===== src/rtl/hrp_pkg.sv =====
// shared types, codes and character helpers for the http request header parser
`default_nettype none
package hrp_pkg;

  localparam int TOKEN_BUFFER_SIZE_DEF = 128;

  // parser states
  typedef enum logic [3:0] {
    ST_START      = 4'd0,
    ST_URI        = 4'd1,
    ST_VERSION    = 4'd2,
    ST_LINE_END   = 4'd3,
    ST_HEAD       = 4'd4,
    ST_HEAD_CR    = 4'd5,
    ST_HEAD_LF    = 4'd6,
    ST_EMPTY_LINE = 4'd7,
    ST_DONE       = 4'd8,
    ST_E400       = 4'd9,
    ST_E404       = 4'd10,
    ST_E414       = 4'd11,
    ST_E500       = 4'd12,
    ST_E501       = 4'd13,
    ST_E505       = 4'd14
  } parse_state_t;

  // parse status codes
  localparam logic [2:0] STATUS_PARSING     = 3'd0;
  localparam logic [2:0] STATUS_DONE        = 3'd1;
  localparam logic [2:0] STATUS_BAD_REQUEST = 3'd2;
  localparam logic [2:0] STATUS_NOT_FOUND   = 3'd3;
  localparam logic [2:0] STATUS_URI_LONG    = 3'd4;
  localparam logic [2:0] STATUS_INTERNAL    = 3'd5;
  localparam logic [2:0] STATUS_NOT_IMPL    = 3'd6;
  localparam logic [2:0] STATUS_VERSION     = 3'd7;

  // method codes
  localparam logic [1:0] METHOD_NONE = 2'd0;
  localparam logic [1:0] METHOD_GET  = 2'd1;
  localparam logic [1:0] METHOD_HEAD = 2'd2;

  // request kinds
  localparam logic KIND_BYTE     = 1'b0;
  localparam logic KIND_NEW_CONN = 1'b1;

  // characters
  localparam logic [7:0] CH_SP = 8'h20;
  localparam logic [7:0] CH_QM = 8'h3F;
  localparam logic [7:0] CH_CR = 8'h0D;
  localparam logic [7:0] CH_LF = 8'h0A;

  localparam int GET_LEN  = 3;
  localparam int HEAD_LEN = 4;
  localparam int VER_LEN  = 7;

  // per-connection flags
  typedef struct packed {
    logic       get_ok;
    logic       head_ok;
    logic       ver_ok;
    logic       query_seen;
    logic [1:0] method;
  } flags_t;

  localparam flags_t FLAGS_RESET = '{get_ok: 1'b1, head_ok: 1'b1, ver_ok: 1'b1,
                                     query_seen: 1'b0, method: METHOD_NONE};

  // one result
  typedef struct packed {
    logic [2:0] parse_status;
    logic [1:0] method_code;
    logic       path_byte_valid;
    logic       header_byte_valid;
    logic       header_chunk_end;
    logic       header_chunk_complete;
  } result_t;

  function automatic logic [7:0] get_char(input logic [1:0] idx);
    logic [7:0] c;
    unique case (idx)
      2'd0:    c = 8'h47;
      2'd1:    c = 8'h45;
      2'd2:    c = 8'h54;
      default: c = 8'h00;
    endcase
    return c;
  endfunction

  function automatic logic [7:0] head_char(input logic [1:0] idx);
    logic [7:0] c;
    unique case (idx)
      2'd0:    c = 8'h48;
      2'd1:    c = 8'h45;
      2'd2:    c = 8'h41;
      default: c = 8'h44;
    endcase
    return c;
  endfunction

  function automatic logic [7:0] ver_char(input logic [2:0] idx);
    logic [7:0] c;
    unique case (idx)
      3'd0:    c = 8'h48;
      3'd1:    c = 8'h54;
      3'd2:    c = 8'h54;
      3'd3:    c = 8'h50;
      3'd4:    c = 8'h2F;
      3'd5:    c = 8'h31;
      3'd6:    c = 8'h2E;
      default: c = 8'h00;
    endcase
    return c;
  endfunction

  function automatic logic [2:0] status_of(input parse_state_t s);
    logic [2:0] r;
    unique case (s)
      ST_DONE: r = STATUS_DONE;
      ST_E400: r = STATUS_BAD_REQUEST;
      ST_E404: r = STATUS_NOT_FOUND;
      ST_E414: r = STATUS_URI_LONG;
      ST_E500: r = STATUS_INTERNAL;
      ST_E501: r = STATUS_NOT_IMPL;
      ST_E505: r = STATUS_VERSION;
      default: r = STATUS_PARSING;
    endcase
    return r;
  endfunction

endpackage
`default_nettype wire


===== src/rtl/hrp_req_if.sv =====
// request channel carrying one received byte or a new-connection mark
`default_nettype none
interface hrp_req_if;
  logic       valid;
  logic       ready;
  logic       kind;
  logic [7:0] rx_byte;
  logic       resource_found;
  logic       header_accept;

  modport source (output valid, kind, rx_byte, resource_found, header_accept,
                  input ready);
  modport sink   (input valid, kind, rx_byte, resource_found, header_accept,
                  output ready);
endinterface
`default_nettype wire


===== src/rtl/hrp_res_if.sv =====
// result channel carrying parse status and per-byte flags
`default_nettype none
interface hrp_res_if;
  logic       valid;
  logic       ready;
  logic [2:0] parse_status;
  logic [1:0] method_code;
  logic       path_byte_valid;
  logic       header_byte_valid;
  logic       header_chunk_end;
  logic       header_chunk_complete;

  modport source (output valid, parse_status, method_code, path_byte_valid,
                  header_byte_valid, header_chunk_end, header_chunk_complete,
                  input ready);
  modport sink   (input valid, parse_status, method_code, path_byte_valid,
                  header_byte_valid, header_chunk_end, header_chunk_complete,
                  output ready);
endinterface
`default_nettype wire


===== src/rtl/http_request_header_parser.sv =====
// top level of the http/1.x request line and header parser
//
// usage:
//   req channel (sink): one request per received byte (kind = 0) or a
//   new-connection mark (kind = 1) that returns the parser to its start
//   state; resource_found and header_accept are the external lookup and
//   header verdicts, sampled only at the byte where they are needed
//   res channel (source): exactly one result per request, in order, with
//   the parse status after that byte, the method and the per-byte flags
// path: an accepted request lands in the input register, is parsed
//   combinationally and moves into the result register once that register
//   can take it; res.valid rises as the result is loaded
// throughput: one request per cycle while res is not stalled, set by the
//   combinational parse step between the input register and the result
//   register; parser state updates as the request moves into that register
// reset: rst (synchronous, active high) empties both registers and puts
//   the parser at request start with no method and clean prefix flags
// stall: while res.ready is low the result holds; the input register
//   takes one more request if it is empty, then req.ready drops until res drains
`default_nettype none
module http_request_header_parser
  import hrp_pkg::*;
#(
  parameter int TOKEN_BUFFER_SIZE = TOKEN_BUFFER_SIZE_DEF
) (
  input wire logic clk,
  input wire logic rst,
  hrp_req_if.sink   req,
  hrp_res_if.source res
);

  // counter can hold the buffer size itself for the overflow compare
  localparam int CW = $clog2(TOKEN_BUFFER_SIZE + 1);

  // input register
  logic       in_valid;
  logic       in_kind;
  logic [7:0] in_byte;
  logic       in_found;
  logic       in_accept;

  // parser state
  parse_state_t  state;
  parse_state_t  state_next;
  logic [CW-1:0] count;
  logic [CW-1:0] count_next;
  flags_t        flags;
  flags_t        flags_next;

  result_t result;
  logic    can_load;
  logic    advance;

  // the held request moves on whenever the result register can take it
  assign advance   = in_valid && can_load;
  assign req.ready = !in_valid || advance;

  always_ff @(posedge clk) begin
    if (rst) begin
      in_valid <= 1'b0;
    end else if (req.ready) begin
      in_valid <= req.valid;
    end
  end

  // payload needs no reset
  always_ff @(posedge clk) begin
    if (req.valid && req.ready) begin
      in_kind   <= req.kind;
      in_byte   <= req.rx_byte;
      in_found  <= req.resource_found;
      in_accept <= req.header_accept;
    end
  end

  hrp_step #(
    .TOKEN_BUFFER_SIZE (TOKEN_BUFFER_SIZE),
    .CW                (CW)
  ) u_step (
    .kind           (in_kind),
    .rx_byte        (in_byte),
    .resource_found (in_found),
    .header_accept  (in_accept),
    .state          (state),
    .count          (count),
    .flags          (flags),
    .state_next     (state_next),
    .count_next     (count_next),
    .flags_next     (flags_next),
    .result         (result)
  );

  // parser state commits only when its result is loaded
  always_ff @(posedge clk) begin
    if (rst) begin
      state <= ST_START;
      count <= '0;
      flags <= FLAGS_RESET;
    end else if (advance) begin
      state <= state_next;
      count <= count_next;
      flags <= flags_next;
    end
  end

  hrp_out_stage u_out (
    .clk       (clk),
    .rst       (rst),
    .load      (in_valid),
    .load_data (result),
    .can_load  (can_load),
    .res       (res)
  );

endmodule
`default_nettype wire


===== src/rtl/hrp_step.sv =====
// combinational next-state and result logic for one request
`default_nettype none
module hrp_step
  import hrp_pkg::*;
#(
  parameter int TOKEN_BUFFER_SIZE = TOKEN_BUFFER_SIZE_DEF,
  parameter int CW = $clog2(TOKEN_BUFFER_SIZE + 1)
) (
  input  wire logic          kind,
  input  wire logic [7:0]    rx_byte,
  input  wire logic          resource_found,
  input  wire logic          header_accept,
  input  wire parse_state_t  state,
  input  wire logic [CW-1:0] count,
  input  wire flags_t        flags,
  output parse_state_t       state_next,
  output logic [CW-1:0]      count_next,
  output flags_t             flags_next,
  output result_t            result
);

  localparam logic [CW-1:0] FULL      = CW'(TOKEN_BUFFER_SIZE);
  localparam logic [CW-1:0] HEAD_FULL = CW'(TOKEN_BUFFER_SIZE - 1);

  logic [CW-1:0] count_inc;
  logic          path_v;
  logic          head_v;
  logic          chunk_end;
  logic          chunk_full;

  assign count_inc = count + CW'(1);

  always_comb begin
    state_next = state;
    count_next = count;
    flags_next = flags;
    path_v     = 1'b0;
    head_v     = 1'b0;
    chunk_end  = 1'b0;
    chunk_full = 1'b0;
    if (kind == KIND_NEW_CONN) begin
      state_next = ST_START;
      count_next = '0;
      flags_next = FLAGS_RESET;
    end else begin
      unique case (state)
        ST_START: begin
          if (rx_byte == CH_SP) begin
            if (flags.get_ok && count == CW'(GET_LEN)) begin
              flags_next.method = METHOD_GET;
            end else if (flags.head_ok && count == CW'(HEAD_LEN)) begin
              flags_next.method = METHOD_HEAD;
            end else begin
              flags_next.method = METHOD_NONE;
            end
            count_next = '0;
            state_next = (flags_next.method == METHOD_NONE) ? ST_E501 : ST_URI;
          end else begin
            if (count >= CW'(GET_LEN) || get_char(count[1:0]) != rx_byte) begin
              flags_next.get_ok = 1'b0;
            end
            if (count >= CW'(HEAD_LEN) || head_char(count[1:0]) != rx_byte) begin
              flags_next.head_ok = 1'b0;
            end
            count_next = count_inc;
            if (count_inc >= FULL) state_next = ST_E500;
          end
        end
        ST_URI: begin
          if (rx_byte == CH_SP) begin
            count_next = '0;
            state_next = resource_found ? ST_VERSION : ST_E404;
          end else begin
            if (rx_byte == CH_QM) flags_next.query_seen = 1'b1;
            if (count_inc >= FULL) begin
              count_next = '0;
              state_next = ST_E414;
            end else begin
              count_next = count_inc;
              path_v     = !flags_next.query_seen;
            end
          end
        end
        ST_VERSION: begin
          if (rx_byte == CH_CR) begin
            count_next = '0;
            state_next = (flags.ver_ok && count >= CW'(VER_LEN)) ? ST_LINE_END : ST_E505;
          end else begin
            if (count < CW'(VER_LEN) && ver_char(count[2:0]) != rx_byte) begin
              flags_next.ver_ok = 1'b0;
            end
            count_next = count_inc;
            if (count_inc >= FULL) state_next = ST_E500;
          end
        end
        ST_LINE_END: begin
          state_next = (rx_byte == CH_LF) ? ST_HEAD : ST_E400;
        end
        ST_HEAD: begin
          if (rx_byte == CH_CR) begin
            chunk_end  = 1'b1;
            chunk_full = 1'b1;
            count_next = '0;
            state_next = header_accept ? ST_HEAD_CR : ST_E500;
          end else begin
            head_v     = 1'b1;
            count_next = count_inc;
            if (count_inc >= HEAD_FULL) begin
              chunk_end  = 1'b1;
              count_next = '0;
              state_next = header_accept ? ST_HEAD : ST_E500;
            end
          end
        end
        ST_HEAD_CR: begin
          state_next = (rx_byte == CH_LF) ? ST_HEAD_LF : ST_E400;
        end
        ST_HEAD_LF: begin
          if (rx_byte == CH_CR) begin
            state_next = ST_EMPTY_LINE;
          end else begin
            head_v     = 1'b1;
            count_next = CW'(1);
            state_next = ST_HEAD;
          end
        end
        ST_EMPTY_LINE: begin
          state_next = (rx_byte == CH_LF) ? ST_DONE : ST_E400;
        end
        default: begin
          // done and error states absorb bytes
        end
      endcase
    end
  end

  always_comb begin
    result.parse_status          = status_of(state_next);
    result.method_code           = flags_next.method;
    result.path_byte_valid       = path_v;
    result.header_byte_valid     = head_v;
    result.header_chunk_end      = chunk_end;
    result.header_chunk_complete = chunk_full;
  end

endmodule
`default_nettype wire


===== src/rtl/hrp_out_stage.sv =====
// result register with valid/ready handshake toward the receiver
`default_nettype none
module hrp_out_stage
  import hrp_pkg::*;
(
  input  wire logic    clk,
  input  wire logic    rst,
  input  wire logic    load,
  input  wire result_t load_data,
  output logic         can_load,
  hrp_res_if.source    res
);

  logic    valid;
  result_t data;

  assign can_load = !valid || res.ready;

  always_ff @(posedge clk) begin
    if (rst) begin
      valid <= 1'b0;
    end else if (can_load) begin
      valid <= load;
    end
  end

  always_ff @(posedge clk) begin
    if (load && can_load) begin
      data <= load_data;
    end
  end

  assign res.valid                 = valid;
  assign res.parse_status          = data.parse_status;
  assign res.method_code           = data.method_code;
  assign res.path_byte_valid       = data.path_byte_valid;
  assign res.header_byte_valid     = data.header_byte_valid;
  assign res.header_chunk_end      = data.header_chunk_end;
  assign res.header_chunk_complete = data.header_chunk_complete;

endmodule
`default_nettype wire


===== src/flat_wrapper.sv =====
// flat-port wrapper written by rule: the top's interface ports become plain ports
module http_request_header_parser_flat import hrp_pkg::*;
#(
  parameter int TOKEN_BUFFER_SIZE = TOKEN_BUFFER_SIZE_DEF
)
  (clk, rst, req_valid, req_kind, req_rx_byte, req_resource_found, req_header_accept, req_ready, res_valid, res_parse_status, res_method_code, res_path_byte_valid, res_header_byte_valid, res_header_chunk_end, res_header_chunk_complete, res_ready);
  hrp_req_if req_i ();
  hrp_res_if res_i ();
  input wire logic clk;
  input wire logic rst;
  input wire logic [$bits(req_i.valid)-1:0] req_valid;
  input wire logic [$bits(req_i.kind)-1:0] req_kind;
  input wire logic [$bits(req_i.rx_byte)-1:0] req_rx_byte;
  input wire logic [$bits(req_i.resource_found)-1:0] req_resource_found;
  input wire logic [$bits(req_i.header_accept)-1:0] req_header_accept;
  output wire logic [$bits(req_i.ready)-1:0] req_ready;
  output wire logic [$bits(res_i.valid)-1:0] res_valid;
  output wire logic [$bits(res_i.parse_status)-1:0] res_parse_status;
  output wire logic [$bits(res_i.method_code)-1:0] res_method_code;
  output wire logic [$bits(res_i.path_byte_valid)-1:0] res_path_byte_valid;
  output wire logic [$bits(res_i.header_byte_valid)-1:0] res_header_byte_valid;
  output wire logic [$bits(res_i.header_chunk_end)-1:0] res_header_chunk_end;
  output wire logic [$bits(res_i.header_chunk_complete)-1:0] res_header_chunk_complete;
  input wire logic [$bits(res_i.ready)-1:0] res_ready;
  assign req_i.valid = req_valid;
  assign req_i.kind = req_kind;
  assign req_i.rx_byte = req_rx_byte;
  assign req_i.resource_found = req_resource_found;
  assign req_i.header_accept = req_header_accept;
  assign req_ready = req_i.ready;
  assign res_valid = res_i.valid;
  assign res_parse_status = res_i.parse_status;
  assign res_method_code = res_i.method_code;
  assign res_path_byte_valid = res_i.path_byte_valid;
  assign res_header_byte_valid = res_i.header_byte_valid;
  assign res_header_chunk_end = res_i.header_chunk_end;
  assign res_header_chunk_complete = res_i.header_chunk_complete;
  assign res_i.ready = res_ready;
  http_request_header_parser #(.TOKEN_BUFFER_SIZE(TOKEN_BUFFER_SIZE)) u_core (.clk(clk), .rst(rst), .req(req_i), .res(res_i));
endmodule

===== config.mk =====
export PLATFORM = sky130hd
export DESIGN_NAME = http_request_header_parser_flat
export DESIGN_NICKNAME = d
export VERILOG_FILES = /design/src/rtl/hrp_pkg.sv /design/src/rtl/hrp_req_if.sv /design/src/rtl/hrp_res_if.sv /design/src/rtl/http_request_header_parser.sv /design/src/rtl/hrp_step.sv /design/src/rtl/hrp_out_stage.sv /design/src/flat_wrapper.sv
export SDC_FILE = /design/constraint.sdc
export NUM_CORES = 1
export LEC_CHECK = 0
export BUFFER_PORTS_ARGS = -buffer_cell sky130_fd_sc_hd__clkbuf_2
export CORE_MARGIN = 5
export CORE_UTILIZATION = 30
export DETAILED_ROUTE_END_ITERATION = 6
export GPL_ROUTABILITY_DRIVEN = 1
export PLACE_DENSITY = 0.52
export SYNTH_ARGS = -nofsm -noshare
export SYNTH_HDL_FRONTEND = slang
export SYNTH_HIERARCHICAL = 1
export SYNTH_SLANG_ARGS = --single-unit
export TNS_END_PERCENT = 5

===== constraint.sdc =====
create_clock -name clk -period 4.95 [get_ports clk]
set_input_delay 0.2475 -clock clk [delete_from_list [all_inputs] [get_ports clk]]
set_output_delay 0.2475 -clock clk [all_outputs]
set_load 0.005 [all_outputs]

==> results.md <==
Yosys:
- In the synthesized netlist, the number of instances is 348.
- The total nets after synthesis is 370.
- The library cell with the largest summed area after synthesis is edfxtp_1.
- Measured against the total synthesized area, the mux share comes to 0.00707.
- For this run, asynchronously set or reset flops after synthesis account for 0.
- The average instance in the mapped netlist occupies 8.64 um^2.
- Synthesis instantiated between 60 and 70 different standard cells from the library.
- The sequential cell area fraction in the yosys report is 0.333.
- Of the total synthesized cell area, the portion taken by XOR and XNOR cells is 0.0408.
- The summed instance area of the synthesized netlist is roughly 3000 um^2.
- The most used flip-flop cell after synthesis is edfxtp_1.
- Of the total synthesized cell area, the portion taken by full adders, half adders and majority gates is 0.0324.
- The post-synthesis sequential element count is 40.
- The count of flip-flops with a built-in enable after synthesis is 20.
- After synthesis, the largest family of logic cells by area is simple AND/OR/NAND/NOR gates.
- The area fraction in compound gates after synthesis came to 0.247.
- Yosys printed 6 warnings.
- The post-synthesis share of cell area spent on and, or, nand and nor gates is 0.256.
- The area share of the largest cell type after synthesis is 0.200.
- Yosys attributes the largest share of cell area to edfxtp_1 20%, dfxtp_1 13%, a21bo_1 5.0%.

Drt:
- After detailed routing, the total wire length is 7.32 mm.
- The detailed router finished its first iteration with 168 violations.
- Dividing the detail-routed via count by the number of cells gives 5.28.
- Once detail routing completed, the nets flagged for antenna violations numbered 0.
- The total number of vias is 2,545.
- The number of search-and-repair iterations in the first detailed-routing pass is 4.
- In the final routed layout, each cell accounts on average for approximately 15 um.
- After detailed routing, the number of remaining DRC violations is 0.

Worst setup path:
- The endpoint kind of the worst setup timing path is a flop.
- The worst setup path is launched from a flop.
- In this run the critical register-to-register path is captured at u_core/count[6].
- The register-to-register setup slack is 1.83 ns.
- The critical path is of the reg -> reg type.
- Of all nets on the critical path, the largest fanout is 12.
- The launch instance of the worst register-to-register path is u_core/count[0].
- At the worst endpoint, the required time is 5.11 ns.
- The count of cells along the worst register-to-register path is 10.
- The worst endpoint data arrival time is roughly 3.3 ns.

Clock tree:
- The number of buffers inserted by post-CTS setup repair is 0.
- For the worst-skew pair, the clock arrives at the later sink with an insertion delay of roughly 0.30 ns.
- No sink is reached through more buffers than the 2 on the longest clock path.
- The total CTS buffers is 5.
- In this run, post-CTS hold repair placed 0 buffers.
- After clock tree synthesis, the clock-pin slew on the worst setup and hold paths is 0.09 ns.
- The H-tree was split into 2 levels.
- The number of cells upsized or downsized after cts is 0.
- The count of clock tree sinks is 40.
- The tree is rooted in a clkbuf_8.
- TritonCTS built the clock tree.

Placed design:
- The number of port buffers is 25.
- The final HPWL from detailed placement is 5.28 mm.
- The weighted congestion at the end of routability-driven global placement is approximately 0.91.

Finish:
- In the layout the commonest cells are 31 x nor2_1, 25 x clkbuf_2, 23 x nand3_1.
- The final design utilization is 0.328.
- Leaving out fill and tap cells, the most frequent cell in the layout is nor2_1.
- The area used by multi-input combinational logic is roughly 1800 um^2.
- The ratio of cells with drive above 1 in the final layout is 0.175.
- The net count of the finished layout is 370.
- The synthesis-to-finish area growth is 6.66%.
- The layout has around 1.0k filler cells.
- The combined flip-flop and latch cell area is approximately 1000 um^2.
- The number of antenna diodes in the final layout is 0.

GRT:
- For this run the aggregate overflow at the end of global routing stands at 0.
- The first-pass GRT wire length is 12.0 mm.
- For this run, the total global-route usage over all layers was measured as 0.126.
- The number of global-route vias before repair came to 2,412.
- The number of antenna violations at the first check in global routing is 0.
- The largest net degree at the start of global routing is 38.

Timing:
- The headroom to the max-slew limit is 0.500.
- The period utilization is 0.629.
- The slew at the pin closest to its max-slew limit is ~0.74 ns.
- The final critical delay including setup and external delays is 3.12 ns.
- Setup repair after global routing left no endpoint under its margin.
- Setup violations remaining at the end of the flow were counted as 0.
- The setup clock skew after layout is 0.0115 ns.
- The final hold violation count is 0.
- The final count of pins violating max slew came to 0.
- After routing, the total negative slack on setup checks comes to 0 ns.
- The fmax is 321 MHz.

Min path:
- The number of cells on the worst hold path is 1.
- The launch instance of the worst min-delay path is req_header_accept.
- The kind of path behind the tightest hold check is in -> reg.
- The hold-critical path endpoint is u_core/in_accept.

Floorplanning:
- The site row count is 36.
- The die height is 110 um.
- The area inside the core boundary is 9770 um^2.
- Pin placement for this block handled 26 I/O pins.
- The initial core utilization is 0.308.
- Measured along the x axis, the die boundary spans 110 um.
- The total die area is 12,100 um^2.

Run:
- The count of maximum capacitance violations is 0.

Pwr:
- For this design the static power due to leakage is roughly 1.1 nW.
- The maximum ir drop on the vdd rail is 0.140 mV.
- Dividing total power by cell area gives a power density of roughly 220 nW/um^2.

Run status:
- The run finished with clean final reports.
[how the worst max path moves through the flow]
stage	start	endpoint	slack [ns]	cells after the start
floorplan	u_core/count[1]	u_core/count[6]	2.16	11
global placement	u_core/count[0]	u_core/count[6]	1.97	10
detailed placement	u_core/count[0]	u_core/count[6]	1.86	10
CTS	u_core/count[0]	u_core/count[6]	1.84	10
global route	u_core/count[0]	u_core/count[6]	1.66	10
finish	u_core/count[0]	u_core/count[6]	1.83	10
[through the flow]
stage | setup WS (ns) | cells | area [um^2] | power (mW) | hold WS [ns]
floorplan | 2.16 | 348 | 3010 | 0.426 | 0.310
global placement | 1.97 | 474 | 3100 | 0.441 | 0.424
detailed placement | 1.86 | 474 | 3100 | 0.441 | 0.426
CTS | 1.84 | 482 | 3210 | 0.706 | 0.107
global route | 1.66 | 482 | 3210 | 0.730 | 0.0983
finish | 1.83 | 482 | 3210 | 0.693 | 0.117
[Yosys cell counts, drive strengths merged, types with 2 or more instances]
master / instances
xnor2: 7
or3: 8
a21bo: 15
a211oi: 2
o21ai: 8
nor4b: 2
or4: 3
inv: 12
o31a: 2
a22o: 4
nor2: 32
buf: 21
clkbuf: 12
nor3: 10
a311oi: 2
ha: 7
edfxtp: 20
a31oi: 7
nand2: 19
nor2b: 3
and3: 7
a221oi: 2
xor2: 7
a221o: 2
nand3: 23
nor4: 4
nand2b: 8
a211o: 3
nand4: 11
dfxtp: 20
and2: 8
a21boi: 2
a21oi: 31
o211ai: 3
a21o: 6
[cell type report]
| class | count | share of cell area |
|---|---|---|
| well taps | 133 | 0.0519 |
| multi-input cells | 263 | 0.547 |
| clock buffers | 6 | 0.0293 |
| repair buffers | 26 | 0.0413 |
| flip-flops and latches | 40 | 0.312 |
| inverters | 12 | 0.0140 |
| clock inverters | 2 | 0.00468 |
[report_power, final]
group | internal (mW) | total [mW] | switching [mW]
combinational | 0.0242 | 0.0579 | 0.0337
sequential | 0.359 | 0.374 | 0.0156
clock | 0.132 | 0.261 | 0.129
[layer usage]
metal | vias to the layer above | wire length (um) | share of wire | GRT usage
li1 | 1265 | - | - | -
met1 | 1197 | 3410 | 0.47 | 0.164
met2 | 68 | 3350 | 0.46 | 0.201
met3 | 15 | 318 | 0.043 | 0.0227
met4 | 0 | 246 | 0.034 | 0.0607
met5 | - | 0 | 0 | 0
[state kept, by name, indices dropped and copies added (netlist names)]
name	cells
u_core/u_out/res.header_chunk_end	1
u_core/in_found	1
u_core/u_out/res.path_byte_valid	1
u_core/in_accept	1
u_core/u_out/res.parse_status	3
u_core/u_out/res.header_chunk_complete	1
u_core/in_kind	1
u_core/in_valid	1
u_core/in_byte	8
u_core/u_out/res.header_byte_valid	1
u_core/state	4
u_core/flags	6
u_core/u_out/res.valid	1
u_core/count	8
u_core/u_out/res.method_code	2
[critical path, cell delays in order (launching register included)]
cell	delay, ns
dfxtp_1	0.57
ha_1	0.45
nand2_1	0.09
or4_4	0.42
a311oi_2	0.31
nor3_1	0.12
o31a_1	0.42
and3_1	0.20
a221o_1	0.25
nand3_1	0.10
a21oi_2	0.06
[cell families (layout without fill, tap and decap cells)]
| group | after synthesis | in the layout |
|---|---|---|
| adder cells (fa/ha/maj) | 8 | 8 |
| AO/OA/AOI/OAI | 96 | 96 |
| flip-flops | 40 | 40 |
| buffers and inverters | 45 | 46 |
| XOR/XNOR | 14 | 14 |
| multiplexers | 2 | 2 |
| AND/OR/NAND/NOR | 143 | 143 |
(Power assumes the default switching activity.)
